**src/rtl/rhc_pkg.sv**
```systemverilog
// ----------------------------------------------------------------------------
// RGB/HSV converter package
// Widths, hue constants and the sideband record shared by the pipeline.
// ----------------------------------------------------------------------------
package rhc_pkg;

   localparam int CHANNEL_BITS = 16;
   localparam int HUE_BITS     = 15;
   localparam int FRAC_BITS    = 12;
   localparam int NUM_BITS     = 19;
   localparam int DVD_BITS     = 44;
   localparam int DVS_BITS     = 28;
   localparam int QUO_BITS     = 16;

   localparam logic [HUE_BITS-1:0] HUE_SECTOR = 15'd3840;
   localparam logic [HUE_BITS-1:0] HUE_FULL   = 15'd23040;
   localparam logic [CHANNEL_BITS-1:0] CH_FULL = {CHANNEL_BITS{1'b1}};
   localparam logic [DVS_BITS-1:0] RGB_DEN = 28'(65535 * 3840);

   localparam logic CMD_TO_HSV = 1'b0;
   localparam logic CMD_TO_RGB = 1'b1;

   localparam logic [2:0] SEC_RED   = 3'd0;
   localparam logic [2:0] SEC_GREEN = 3'd2;
   localparam logic [2:0] SEC_BLUE  = 3'd4;

   typedef struct packed {
      logic                    cmd;
      logic [CHANNEL_BITS-1:0] val;
      logic                    gray;
      logic                    szero;
      logic [2:0]              sector;
   } band_type;

endpackage

```
**src/rtl/rhc_div.sv**
```systemverilog
// ----------------------------------------------------------------------------
// RGB/HSV converter divider
// Restoring division, one quotient bit per register stage, with the final
// remainder passed out beside the quotient.
// ----------------------------------------------------------------------------
module rhc_div import rhc_pkg::*; (
   input  logic                clock,
   input  logic                en,
   input  logic [DVD_BITS-1:0] dividend,
   input  logic [DVS_BITS-1:0] divisor,
   output logic [QUO_BITS-1:0] quotient,
   output logic [DVS_BITS-1:0] remainder
);

   logic [DVD_BITS-1:0] rem_ff [QUO_BITS];
   logic [DVS_BITS-1:0] dvs_ff [QUO_BITS];
   logic [QUO_BITS-1:0] quo_ff [QUO_BITS];

   for (genvar k = 0; k < QUO_BITS; k++) begin : g_stage
      logic [DVD_BITS-1:0] rem_prev, trial, rem_in;
      logic [DVS_BITS-1:0] dvs_prev;
      logic [QUO_BITS-1:0] quo_prev, quo_in;

      if (k == 0) begin : g_head
         assign rem_prev = dividend;
         assign dvs_prev = divisor;
         assign quo_prev = '0;
      end else begin : g_tail
         assign rem_prev = rem_ff[k-1];
         assign dvs_prev = dvs_ff[k-1];
         assign quo_prev = quo_ff[k-1];
      end

      always_comb begin
         trial = DVD_BITS'(dvs_prev) << (QUO_BITS - 1 - k);
         if (rem_prev >= trial) begin
            rem_in = rem_prev - trial;
            quo_in = quo_prev | (QUO_BITS'(1) << (QUO_BITS - 1 - k));
         end else begin
            rem_in = rem_prev;
            quo_in = quo_prev;
         end
      end

      always_ff @(posedge clock) begin
         if (en) begin
            rem_ff[k] <= rem_in;
            dvs_ff[k] <= dvs_prev;
            quo_ff[k] <= quo_in;
         end
      end
   end

   assign quotient  = quo_ff[QUO_BITS-1];
   assign remainder = rem_ff[QUO_BITS-1][DVS_BITS-1:0];

endmodule

```
**config.mk**
```make
export PLATFORM = sky130hd
export DESIGN_NAME = rhc_div
export DESIGN_NICKNAME = d
export VERILOG_FILES = /design/src/rtl/rhc_pkg.sv /design/src/rtl/rhc_div.sv
export SDC_FILE = /design/constraint.sdc
export NUM_CORES = 2
export LEC_CHECK = 0
export BUFFER_PORTS_ARGS = -buffer_cell sky130_fd_sc_hd__buf_2
export CORE_ASPECT_RATIO = 0.9
export CORE_MARGIN = 1.5
export CORE_UTILIZATION = 64
export DETAILED_ROUTE_END_ITERATION = 7
export PLACE_DENSITY = 0.78
export SETUP_SLACK_MARGIN = 0.15
export SLEW_MARGIN = 10
export SYNTH_ARGS = -nofsm -noshare
export SYNTH_HDL_FRONTEND = slang
export SYNTH_SLANG_ARGS = --single-unit
```
**constraint.sdc**
```tcl
create_clock -name clock -period 4 [get_ports clock]
set_clock_uncertainty 0.2 [all_clocks]
set_input_delay 0.2 -clock clock [delete_from_list [all_inputs] [get_ports clock]]
set_output_delay 0.2 -clock clock [all_outputs]
set_load 0.05 [all_outputs]
```
==> impl_metrics.tcl <==
set metrics [dict create \
    muxShareOfSynthArea_pct 2.150 \
    io_pins 118 \
    finalCritPeriodShare_pct 96.09 \
    cts.sink_count 1244 \
    placement.setup.worst_slack_ns -0.2550 \
    count_of_buffers_inserted_at_the_top_level_ports 117 \
    postSynth.asyncResetShare_pct 0 \
    cts_tree "built" \
    cts_root_buf "clkbuf_16" \
    share_seq_of_total_power_pct 36.2 \
    most_common_library_cell_in_the_layout_ignoring_fill_and_taps "edfxtp_1" \
    timing_worst_slew_pin_value_ns 0.9837 \
    avgRoutedWirePerCell_um 21.03 \
    dieArea_sq_um 110800 \
    synth_top_family_by_area "compound AO/OA/AOI/OAI gates" \
    syn_warnings 0 \
    wirelength_routed_um 174300 \
    dieHeight_um 316.0 \
    hold_viol_final 0 \
    synthCells 6253 \
    synth_flop_cell "edfxtp_1" \
    grt_max_degree 130 \
    layout_common_cells "edfxtp_1 (1,244), inv_1 (569), a21oi_1 (497)" \
    final_layout_size_suffix_gt1_share_pct 12.31 \
    clk_transition_reported_paths_ns 0.06 \
    design.final.nets 7266 \
    synth_enable_flop_cells 1244 \
    initial_standard_cell_utilization_of_the_core_pct 64.67 \
    internal_power_w 0.03662 \
    timing.hold.ws_ns 0.1150 \
    run_status "completed" \
    critical_path.startpoint_type "flip-flop" \
    syn-num-nets 6791 \
    combinational_share_of_power_pct 42.7 \
    netSwitchingPower_w 0.02194 \
    power_per_cell_area_nw_per_um2 733.1 \
    antenna_violation_net_count_after_detailed_routing 0 \
    synth_fa_ha_area_share_pct 8.508 \
    timing.final.max_slew_violations 0 \
    cts.path.max_buffers 3 \
    synthesis.area_sq_um 69650 \
    cap_viol_max_count 0 \
    critical_path_class "reg2reg" \
    worstSetupEndpointType "flip-flop" \
    floorplan.core_area_sq_um 107700 \
    yosys.area_share.simple_pct 10.90 \
    grt_antenna_before_repair 6 \
    syn_to_final_growth_pct 14.70 \
    cts_made_buffers 131 \
    route.detailed.vias_per_inst 6.134 \
    yosysSeqAreaShare_pct 53.64 \
    holdCritPathClass "in2reg" \
    crit_required_ns 4.31 \
    core.rowCount 114 \
    clock_latency_reported_for_the_late_side_of_the_worst_skew_pair_ns 0.78 \
    synth_xor_xnor_area_share_pct 6.024 \
    clock.fmax_mhz 260.2 \
    place_congestion 0.9753 \
    grt_pass1_wl_um 269300 \
    synth.distinct_cells 87 \
    num_vias 50830 \
    ir_drop_worst_vdd_v 0.0005085 \
    period_minus_slack_ns 3.844 \
    first_global_vias 48980 \
    cts-htree-levels 4 \
    critPathMaxFanout 3 \
    power_leakage_nw 32.17 \
    drcViolationCount 0 \
    globalRouteOverflowTotal 0 \
    critical_path_arrival_ns 4.16 \
    grt_usage_pct 31.30 \
    detailedRoute.firstIterationViolations 5422 \
    power.share.switching_pct 37.47 \
    place_hpwl_um 127300 \
    timing.slew.headroom_pct 34.42 \
    final-setup-viol-count 0 \
    rsz0062_at_grt "false" \
    syn_avg_cell_area_sq_um 11.14 \
    detail_route.first_pass.iterations 8 \
    postLayoutSetupSlackWorst_ns 0.1563 \
    report.power.total_w 0.05856 \
    die_width_um 350.7 \
    share_clk_of_total_power_pct 21.0 \
    flip_flop_and_latch_count_after_synthesis 1244 \
    synth-compound-area-share_pct 14.87 \
]
[kinds of logic after synthesis]
family / Yosys count
XOR/XNOR: 479
AO/OA/AOI/OAI: 1660
adder cells (fa/ha/maj): 464
AND/OR/NAND/NOR: 1551
multiplexers: 134
flip-flops: 1244
buffers and inverters: 721
[cell usage after synthesis, types with 10 or more instances]
master / count / area, sq um
xor2_1: 202 / 1769
nor3_1: 82 / 410.4
a2111oi_0: 11 / 96.34
and4_1: 11 / 96.34
nand3b_1: 17 / 127.6
or2_2: 18 / 112.6
mux2_2: 125 / 1408
o21ai_0: 413 / 2067
fa_1: 16 / 320.3
nor2b_1: 63 / 394.1
o22ai_1: 10 / 62.56
or3_1: 28 / 175.2
a211oi_1: 52 / 390.4
ha_1: 448 / 5605
nand4b_1: 14 / 122.6
xnor2_1: 277 / 2426
o31ai_1: 40 / 300.3
nor2_1: 380 / 1426
and3_1: 63 / 394.1
a31oi_1: 46 / 287.8
a21oi_1: 515 / 2577
o31a_1: 13 / 113.9
and2_1: 29 / 181.4
a211o_1: 20 / 175.2
o21a_1: 58 / 435.4
o21bai_1: 55 / 412.9
nor4_1: 46 / 287.8
a21o_1: 259 / 1944
or4_1: 21 / 157.7
nor4b_1: 13 / 113.9
a311oi_1: 14 / 122.6
a21boi_0: 13 / 97.59
nand4_1: 80 / 500.5
clkbuf_1: 134 / 503.0
inv_1: 570 / 2140
o211ai_1: 28 / 210.2
nand2_1: 456 / 1712
nand3_1: 119 / 595.6
edfxtp_1: 1244 / 37360
nor3b_1: 13 / 97.59
o2111ai_1: 17 / 148.9
nand2b_1: 78 / 488.0
[registers in the layout, summed over array words and instances, names as in the netlist]
register  flops
quo_ff      136
dvs_ff      420
rem_ff      688
[what timing repair did]
item                                   CTS  global route
setup endpoints to repair              159           308
hold buffers                           126             0
gates cloned                             0             1
buffers inserted                         4            18
pin swaps                                2            41
endpoints found under the hold margin  168             0
resized for setup                       29           116
[critical path: stages, from the launching register on]
cell and delay, ns:
edfxtp_1 0.40, ha_1 0.24, fa_1 0.43, nor2b_1 0.12, o21ai_0 0.11, nand2b_1 0.18
a21oi_2 0.12, o21ai_0 0.33, o21ai_0 0.26, o311ai_0 0.51, o221ai_1 0.26, xnor2_1 0.17
mux2_2 0.26
[through the flow]
step / area, sq um / setup TNS [ns] / util, % / cells
6_report: 79890 / 0 / 74.18 / 8286
5_1_grt: 79890 / 0 / 74.18 / 8285
4_1_cts: 79270 / 0 / 73.61 / 8265
3_5_place_dp: 73520 / -5.699 / 68.27 / 7896
3_3_place_gp: 73520 / -4.317 / 68.27 / 7896
2_1_floorplan: 69650 / 0 / - / 6253
[power groups by stage]
| stage | clock, W | combinational (W) | sequential (W) |
|---|---|---|---|
| 4_1_cts | 0.0125 | 0.0241 | 0.0211 |
| 3_5_place_dp | 0 | 0.0237 | 0.0213 |
| 3_3_place_gp | 0 | 0.0233 | 0.0213 |
| 6_report | 0.0123 | 0.0250 | 0.0212 |
| 2_1_floorplan | 0 | 0.0172 | 0.0207 |
| 5_1_grt | 0.0130 | 0.0274 | 0.0215 |
[final timing paths]
kind / startpoint / end / slack [ns] / cells past startpoint
worst max-delay path: dvs_ff[1][168] / rem_ff[1][334] / 0.16 / 12
worst min-delay path: dividend[27] / rem_ff[0][27] / 0.12 / 3
worst max register to register: dvs_ff[1][168] / rem_ff[1][334] / 0.16 / 12
worst min register to register: quo_ff[1][77] / quo_ff[1][93] / 0.22 / 0
[per-layer routing]
metal | vias up | part of all wire (%) | track usage (%)
met5 | - | 0.013 | 0
met4 | 4 | 3.4 | 10.71
met3 | 401 | 7.9 | 5.807
met2 | 2176 | 47 | 52.07
met1 | 24230 | 41 | 41.45
li1 | 24020 | - | -
[cell type report]
class,instances,area (sq um)
timing repair buffer,489,3998
sequential,1244,37360
clock inverter,86,1001
antenna,2,5.005
multi-input combinational,4289,30200
clock buffer,153,3361
inverter,573,2151
tap,1450,1814
fill,7190,27800
Note: power is estimated with default switching activity, not from simulation.
