$ cat src/rtl/rhc_pkg.sv
// ----------------------------------------------------------------------------
// RGB/HSV converter package
// Widths, hue constants and the sideband record shared by the pipeline.
// ----------------------------------------------------------------------------
package rhc_pkg;

   localparam int CHANNEL_BITS = 16;
   localparam int HUE_BITS     = 15;
   localparam int FRAC_BITS    = 12;
   localparam int NUM_BITS     = 19;
   localparam int DVD_BITS     = 44;
   localparam int DVS_BITS     = 28;
   localparam int QUO_BITS     = 16;

   localparam logic [HUE_BITS-1:0] HUE_SECTOR = 15'd3840;
   localparam logic [HUE_BITS-1:0] HUE_FULL   = 15'd23040;
   localparam logic [CHANNEL_BITS-1:0] CH_FULL = {CHANNEL_BITS{1'b1}};
   localparam logic [DVS_BITS-1:0] RGB_DEN = 28'(65535 * 3840);

   localparam logic CMD_TO_HSV = 1'b0;
   localparam logic CMD_TO_RGB = 1'b1;

   localparam logic [2:0] SEC_RED   = 3'd0;
   localparam logic [2:0] SEC_GREEN = 3'd2;
   localparam logic [2:0] SEC_BLUE  = 3'd4;

   typedef struct packed {
      logic                    cmd;
      logic [CHANNEL_BITS-1:0] val;
      logic                    gray;
      logic                    szero;
      logic [2:0]              sector;
   } band_type;

endpackage

$ cat src/rtl/rhc_front.sv
// ----------------------------------------------------------------------------
// RGB/HSV converter front end
// Three register stages: channel analysis, first products, divider operands.
// ----------------------------------------------------------------------------
module rhc_front import rhc_pkg::*; (
   input  logic                    clock,
   input  logic                    reset,
   input  logic                    en,
   input  logic                    in_valid,
   input  logic                    cmd,
   input  logic [CHANNEL_BITS-1:0] red,
   input  logic [CHANNEL_BITS-1:0] green,
   input  logic [CHANNEL_BITS-1:0] blue,
   input  logic [HUE_BITS-1:0]     hue_in,
   input  logic [CHANNEL_BITS-1:0] sat_in,
   input  logic [CHANNEL_BITS-1:0] val_in,
   output logic                    out_valid,
   output band_type                out_band,
   output logic [DVD_BITS-1:0]     dvd_a,
   output logic [DVS_BITS-1:0]     dvs_a,
   output logic [DVD_BITS-1:0]     dvd_b,
   output logic [DVS_BITS-1:0]     dvs_b
);

   logic [CHANNEL_BITS-1:0] mx, mn, delta;
   logic [NUM_BITS:0]       num_wide;
   logic [HUE_BITS-1:0]     h, base;
   logic [2:0]              hsec;
   band_type                band1_in;

   logic                    v1_ff, v2_ff, v3_ff;
   band_type                band1_ff, band2_ff, band3_ff;
   logic [NUM_BITS-1:0]     num1_ff;
   logic [CHANNEL_BITS-1:0] delta1_ff, delta2_ff, sat1_ff;
   logic [FRAC_BITS-1:0]    frac1_ff;
   logic [30:0]             hdvd2_ff;
   logic [31:0]             sdvd2_ff, xdvd2_ff;
   logic [27:0]             sf2_ff;
   logic [DVD_BITS-1:0]     dvd_a_ff, dvd_b_ff;
   logic [DVS_BITS-1:0]     dvs_a_ff, dvs_b_ff;

   always_comb begin
      mx = (red > green) ? red : green;
      mx = (mx > blue) ? mx : blue;
      mn = (red < green) ? red : green;
      mn = (mn < blue) ? mn : blue;
      delta = mx - mn;
      if (red == mx) begin
         num_wide = (green >= blue) ? 20'(green) - 20'(blue)
                                    : 20'(delta) * 20'd6 + 20'(green) - 20'(blue);
         hsec = SEC_RED;
      end else if (green == mx) begin
         num_wide = 20'(delta) * 20'd2 + 20'(blue) - 20'(red);
         hsec = SEC_GREEN;
      end else begin
         num_wide = 20'(delta) * 20'd4 + 20'(red) - 20'(green);
         hsec = SEC_BLUE;
      end
      h = (hue_in >= HUE_FULL) ? '0 : hue_in;
      band1_in.cmd = cmd;
      band1_in.gray = (mx == '0) || (delta == '0);
      band1_in.szero = (sat_in == '0);
      if (cmd == CMD_TO_RGB) begin
         band1_in.val = val_in;
         if (h < 15'd3840) begin
            band1_in.sector = 3'd0;
            base = 15'd0;
         end else if (h < 15'd7680) begin
            band1_in.sector = 3'd1;
            base = 15'd3840;
         end else if (h < 15'd11520) begin
            band1_in.sector = 3'd2;
            base = 15'd7680;
         end else if (h < 15'd15360) begin
            band1_in.sector = 3'd3;
            base = 15'd11520;
         end else if (h < 15'd19200) begin
            band1_in.sector = 3'd4;
            base = 15'd15360;
         end else begin
            band1_in.sector = 3'd5;
            base = 15'd19200;
         end
      end else begin
         band1_in.val = mx;
         band1_in.sector = hsec;
         base = h;
      end
   end

   always_ff @(posedge clock) begin
      if (reset) begin
         v1_ff <= 1'b0;
         v2_ff <= 1'b0;
         v3_ff <= 1'b0;
      end else if (en) begin
         v1_ff <= in_valid;
         v2_ff <= v1_ff;
         v3_ff <= v2_ff;
      end
   end

   always_ff @(posedge clock) begin
      if (en) begin
         band1_ff  <= band1_in;
         num1_ff   <= num_wide[NUM_BITS-1:0];
         delta1_ff <= delta;
         sat1_ff   <= sat_in;
         frac1_ff  <= FRAC_BITS'(h - base);

         band2_ff  <= band1_ff;
         delta2_ff <= delta1_ff;
         hdvd2_ff  <= 31'(num1_ff) * 31'(HUE_SECTOR);
         sdvd2_ff  <= {delta1_ff, 16'd0} - 32'(delta1_ff);
         sf2_ff    <= 28'(sat1_ff) * 28'(frac1_ff);
         xdvd2_ff  <= 32'(band1_ff.val) * 32'(CH_FULL - sat1_ff);

         band3_ff  <= band2_ff;
         if (band2_ff.cmd == CMD_TO_RGB) begin
            dvd_a_ff <= 44'(xdvd2_ff);
            dvs_a_ff <= 28'(CH_FULL);
            dvd_b_ff <= 44'(band2_ff.val) * 44'(RGB_DEN - sf2_ff);
            dvs_b_ff <= RGB_DEN;
         end else begin
            dvd_a_ff <= 44'(sdvd2_ff);
            dvs_a_ff <= band2_ff.gray ? 28'd1 : 28'(band2_ff.val);
            dvd_b_ff <= 44'(hdvd2_ff);
            dvs_b_ff <= band2_ff.gray ? 28'd1 : 28'(delta2_ff);
         end
      end
   end

   assign out_valid = v3_ff;
   assign out_band  = band3_ff;
   assign dvd_a     = dvd_a_ff;
   assign dvs_a     = dvs_a_ff;
   assign dvd_b     = dvd_b_ff;
   assign dvs_b     = dvs_b_ff;

endmodule

$ cat config.mk
export PLATFORM = sky130hd
export DESIGN_NAME = rhc_front
export DESIGN_NICKNAME = d
export VERILOG_FILES = /design/src/rtl/rhc_pkg.sv /design/src/rtl/rhc_front.sv
export SDC_FILE = /design/constraint.sdc
export NUM_CORES = 2
export LEC_CHECK = 0
export BUFFER_PORTS_ARGS = -buffer_cell sky130_fd_sc_hd__buf_2
export CORE_ASPECT_RATIO = 0.8
export CORE_MARGIN = 4
export CORE_UTILIZATION = 35
export DETAILED_ROUTE_END_ITERATION = 8
export PLACE_DENSITY = 0.56
export SLEW_MARGIN = 5
export SYNTH_ARGS = -nofsm -noshare
export SYNTH_HDL_FRONTEND = slang
export SYNTH_SLANG_ARGS = --single-unit
export TNS_END_PERCENT = 100
$ cat constraint.sdc
create_clock -name clock -period 12.06 [get_ports clock]
set_clock_uncertainty 0.15 [all_clocks]
set_input_delay 0.603 -clock clock [delete_from_list [all_inputs] [get_ports clock]]
set_output_delay 0.603 -clock clock [all_outputs]
set_load 0.1 [all_outputs]
==> impl_metrics.ini <==
[finish]
utilization_pct = 38.8
layout.nets = 7136
post_route_cells_drive_above_1_share_pct = 9.17
fin_area_um2 = 59200
area_growth_pct = 9.91
n_fill_cell = 15300

[timing]
relSlewSlack_pct = 15.8
max_freq_ghz = 0.0909
layout_setup_ws_ns = 1.06
slew_viol_final = 0
rsz0062_at_grt = false
fin_crit_sh_pct = 91.2
layout_min_cycle_time_ns = 11.00
setup_violations = 0
worst_slew_pin_slew_ns = 1.26
hold_viol_final = 0
tns_ns = 0

[clock_network]
postCtsSetupBuffers = 0
clock_sinks = 371
cts-root-buf = clkbuf_16
clk_latency_ns = 0.63
ctsHoldBuffers = 17
path_clk_slew_ns = 0.06
htree_levels = 2
cts_buffers = 45
cts_resized = 0
cts_tree = yes
clockBufferDepth = 3

[logic_synthesis]
synth_common_cells = 1098 x inv_1, 856 x fa_1, 566 x nand2_1, 468 x ha_1, 368 x edfxtp_1
synth_enable_flop_cells = 368
synthCells = 5509
synthTopCellsByArea = fa_1 32%, edfxtp_1 21%, ha_1 11%, inv_1 7.7%, nand2_1 3.9%
netlist.area_leader.share_pct = 31.8
yosysMostFrequentCell = inv_1
ys_seq_area_share_pct = 20.6
yosysWarnings = 0
async_reset_ff_share_pct = 0
yosysTopAreaCell = fa_1
syn_area_per_cell_um2 = 9.77
synthFlopType = edfxtp_1
yosysUniqueCellTypes = 95
syn-cell-area_um2 = 53800
synth_seq_cells = 371

[routing]
routed.top_layer = met5
drt-total-wl_um = 161000
first_iter_violations = 2726
dr_wl_met3_um = 12300
drt_pass1_iterations = 5
viasPerCell = 4.92
antenna_left = 0
met2_length_um = 70200
vias = 38300
wl_met1_um = 75200
route.detailed.drc = 0
wl_per_cell_um = 20.7

[global_route]
grt_first_pass_wirelength_um = 248000
grtUsageTotal_pct = 20.4
grt_pass1_vias = 40200
grt_max_degree = 173
antenna_found_initial = 34
grt.overflow.total = 0

[status]
status = complete, no violations

[placed_design]
place_area_um2 = 57500
dp_hpwl_um = 126000
preCtsSetupSlack_ns = 0.602
gp_congestion = 0.943
port_buffers = 241

[die]
num_rows = 128
io_pins = 267
initial_core_util_pct = 35.3
die_w_um = 446
core_region_area_um2 = 152000
die_h_um = 359
dieArea_um2 = 160000

[worst_setup_path]
required_ns = 12.36
critPathMaxStageDelay_ns = 0.52
criticalPathCategory = in2reg
critical_path.most_common_cell = a21oi_1
cp_max_fo = 16
cpMaxStageDelayCell = and2_1
cp.arrival_ns = 11.30
cp-end-kind = register
start_kind = primary input

[worst_hold_path]
min_path_type = in2reg

[flow_run]
maxCapViolations = 0
## kinds of logic (layout without fill, tap and decap cells)
kind of cell,after synthesis,count (layout),share of synthesized area [%]
compound gates,626,626,7.38
xor+xnor,235,235,3.82
fa+ha+maj,1324,1324,42.7
buf+inv,1328,1543,9.52
flops,371,371,20.6
mux,73,73,1.52
other cells,1,40,0.00697
simple gates,1551,1551,14.4
## flip-flops by register name, summed over array words and instances (netlist names)
| signal | count |
|---|---|
| sat1_ff | 16 |
| band2_ff | 22 |
| xdvd2_ff | 32 |
| v1_ff | 1 |
| sf2_ff | 28 |
| delta2_ff | 16 |
| num1_ff | 19 |
| v2_ff | 1 |
| hdvd2_ff | 23 |
| dvs_a | 16 |
| out_valid | 1 |
| band1_ff | 22 |
| dvd_b | 44 |
| out_band | 22 |
| frac1_ff | 12 |
| delta1_ff | 16 |
| dvd_a | 32 |
| dvs_b | 17 |
| sdvd2_ff | 31 |
## critical path: cells and delay by family
family	cells	cell delay, ns
simple gates	8	1.98
fa+ha+maj	7	2.40
compound gates	24	4.87
buf+inv	5	0.85
xor+xnor	2	0.55
## area by class of cell
cell class	instances	area (um^2)	share of cell area [%]
repair buffers	361	2170	3.67
clock inverters	33	297	0.501
clock buffers	50	1140	1.94
multi-input cells	3834	37800	63.8
well taps	2015	2520	4.26
flip-flops and latches	371	11100	18.8
diodes	15	37.5	0.0634
inverters	1099	4130	6.97
## layer usage
| metal | track usage, % | up-vias |
|---|---|---|
| met1 | 29.4 | 19200 |
| li1 | - | 17600 |
| met5 | 0 | - |
| met4 | 4.24 | 14 |
| met2 | 31.6 | 1221 |
| met3 | 4.33 | 166 |
## layout by cell type (no fill, tap or decap), types with 25 or more instances in the layout
cell type  count
inv_1       1098
fa_1         856
nand2_1      566
ha_1         468
edfxtp_1     368
and2_1       261
buf_2        240
nor2_1       211
a21oi_1      191
xnor2_1      177
o21ai_0      167
nand2b_1     165
nor2b_1      137
buf_4        102
a21o_1        61
mux2_2        57
xor2_1        50
clkbuf_16     45
nor3_1        44
a21boi_0      41
nand3_1       35
nand4_1       28
o21bai_1      26
conb_1        25
## per-stage QoR
stage	std cells	hold WS (ns)
6_report	7778	0.0964
5_1_grt	7771	0.0790
4_1_cts	7763	0.0339
3_5_place_dp	7663	0.255
3_3_place_gp	7663	0.251
2_1_floorplan	5533	0.250
## worst paths after layout
check	from	to	slack [ns]	cells after the start
worst min-delay path	in_valid	v1_ff$_SDFFE_PP0P_	0.1	3
worst min register to register	band1_ff[3]$_DFFE_PP_	band2_ff[3]$_DFFE_PP_	0.26	0
worst max register to register	sf2_ff[0]$_DFFE_PP_	dvd_b[43]$_SDFFCE_PN0P_	1.73	33
worst max-delay path	green[15]	num1_ff[18]$_DFFE_PP_	1.06	46
Power is not shown: default switching activity piles up to over one toggle a cycle in this logic, so the estimate is an artifact.
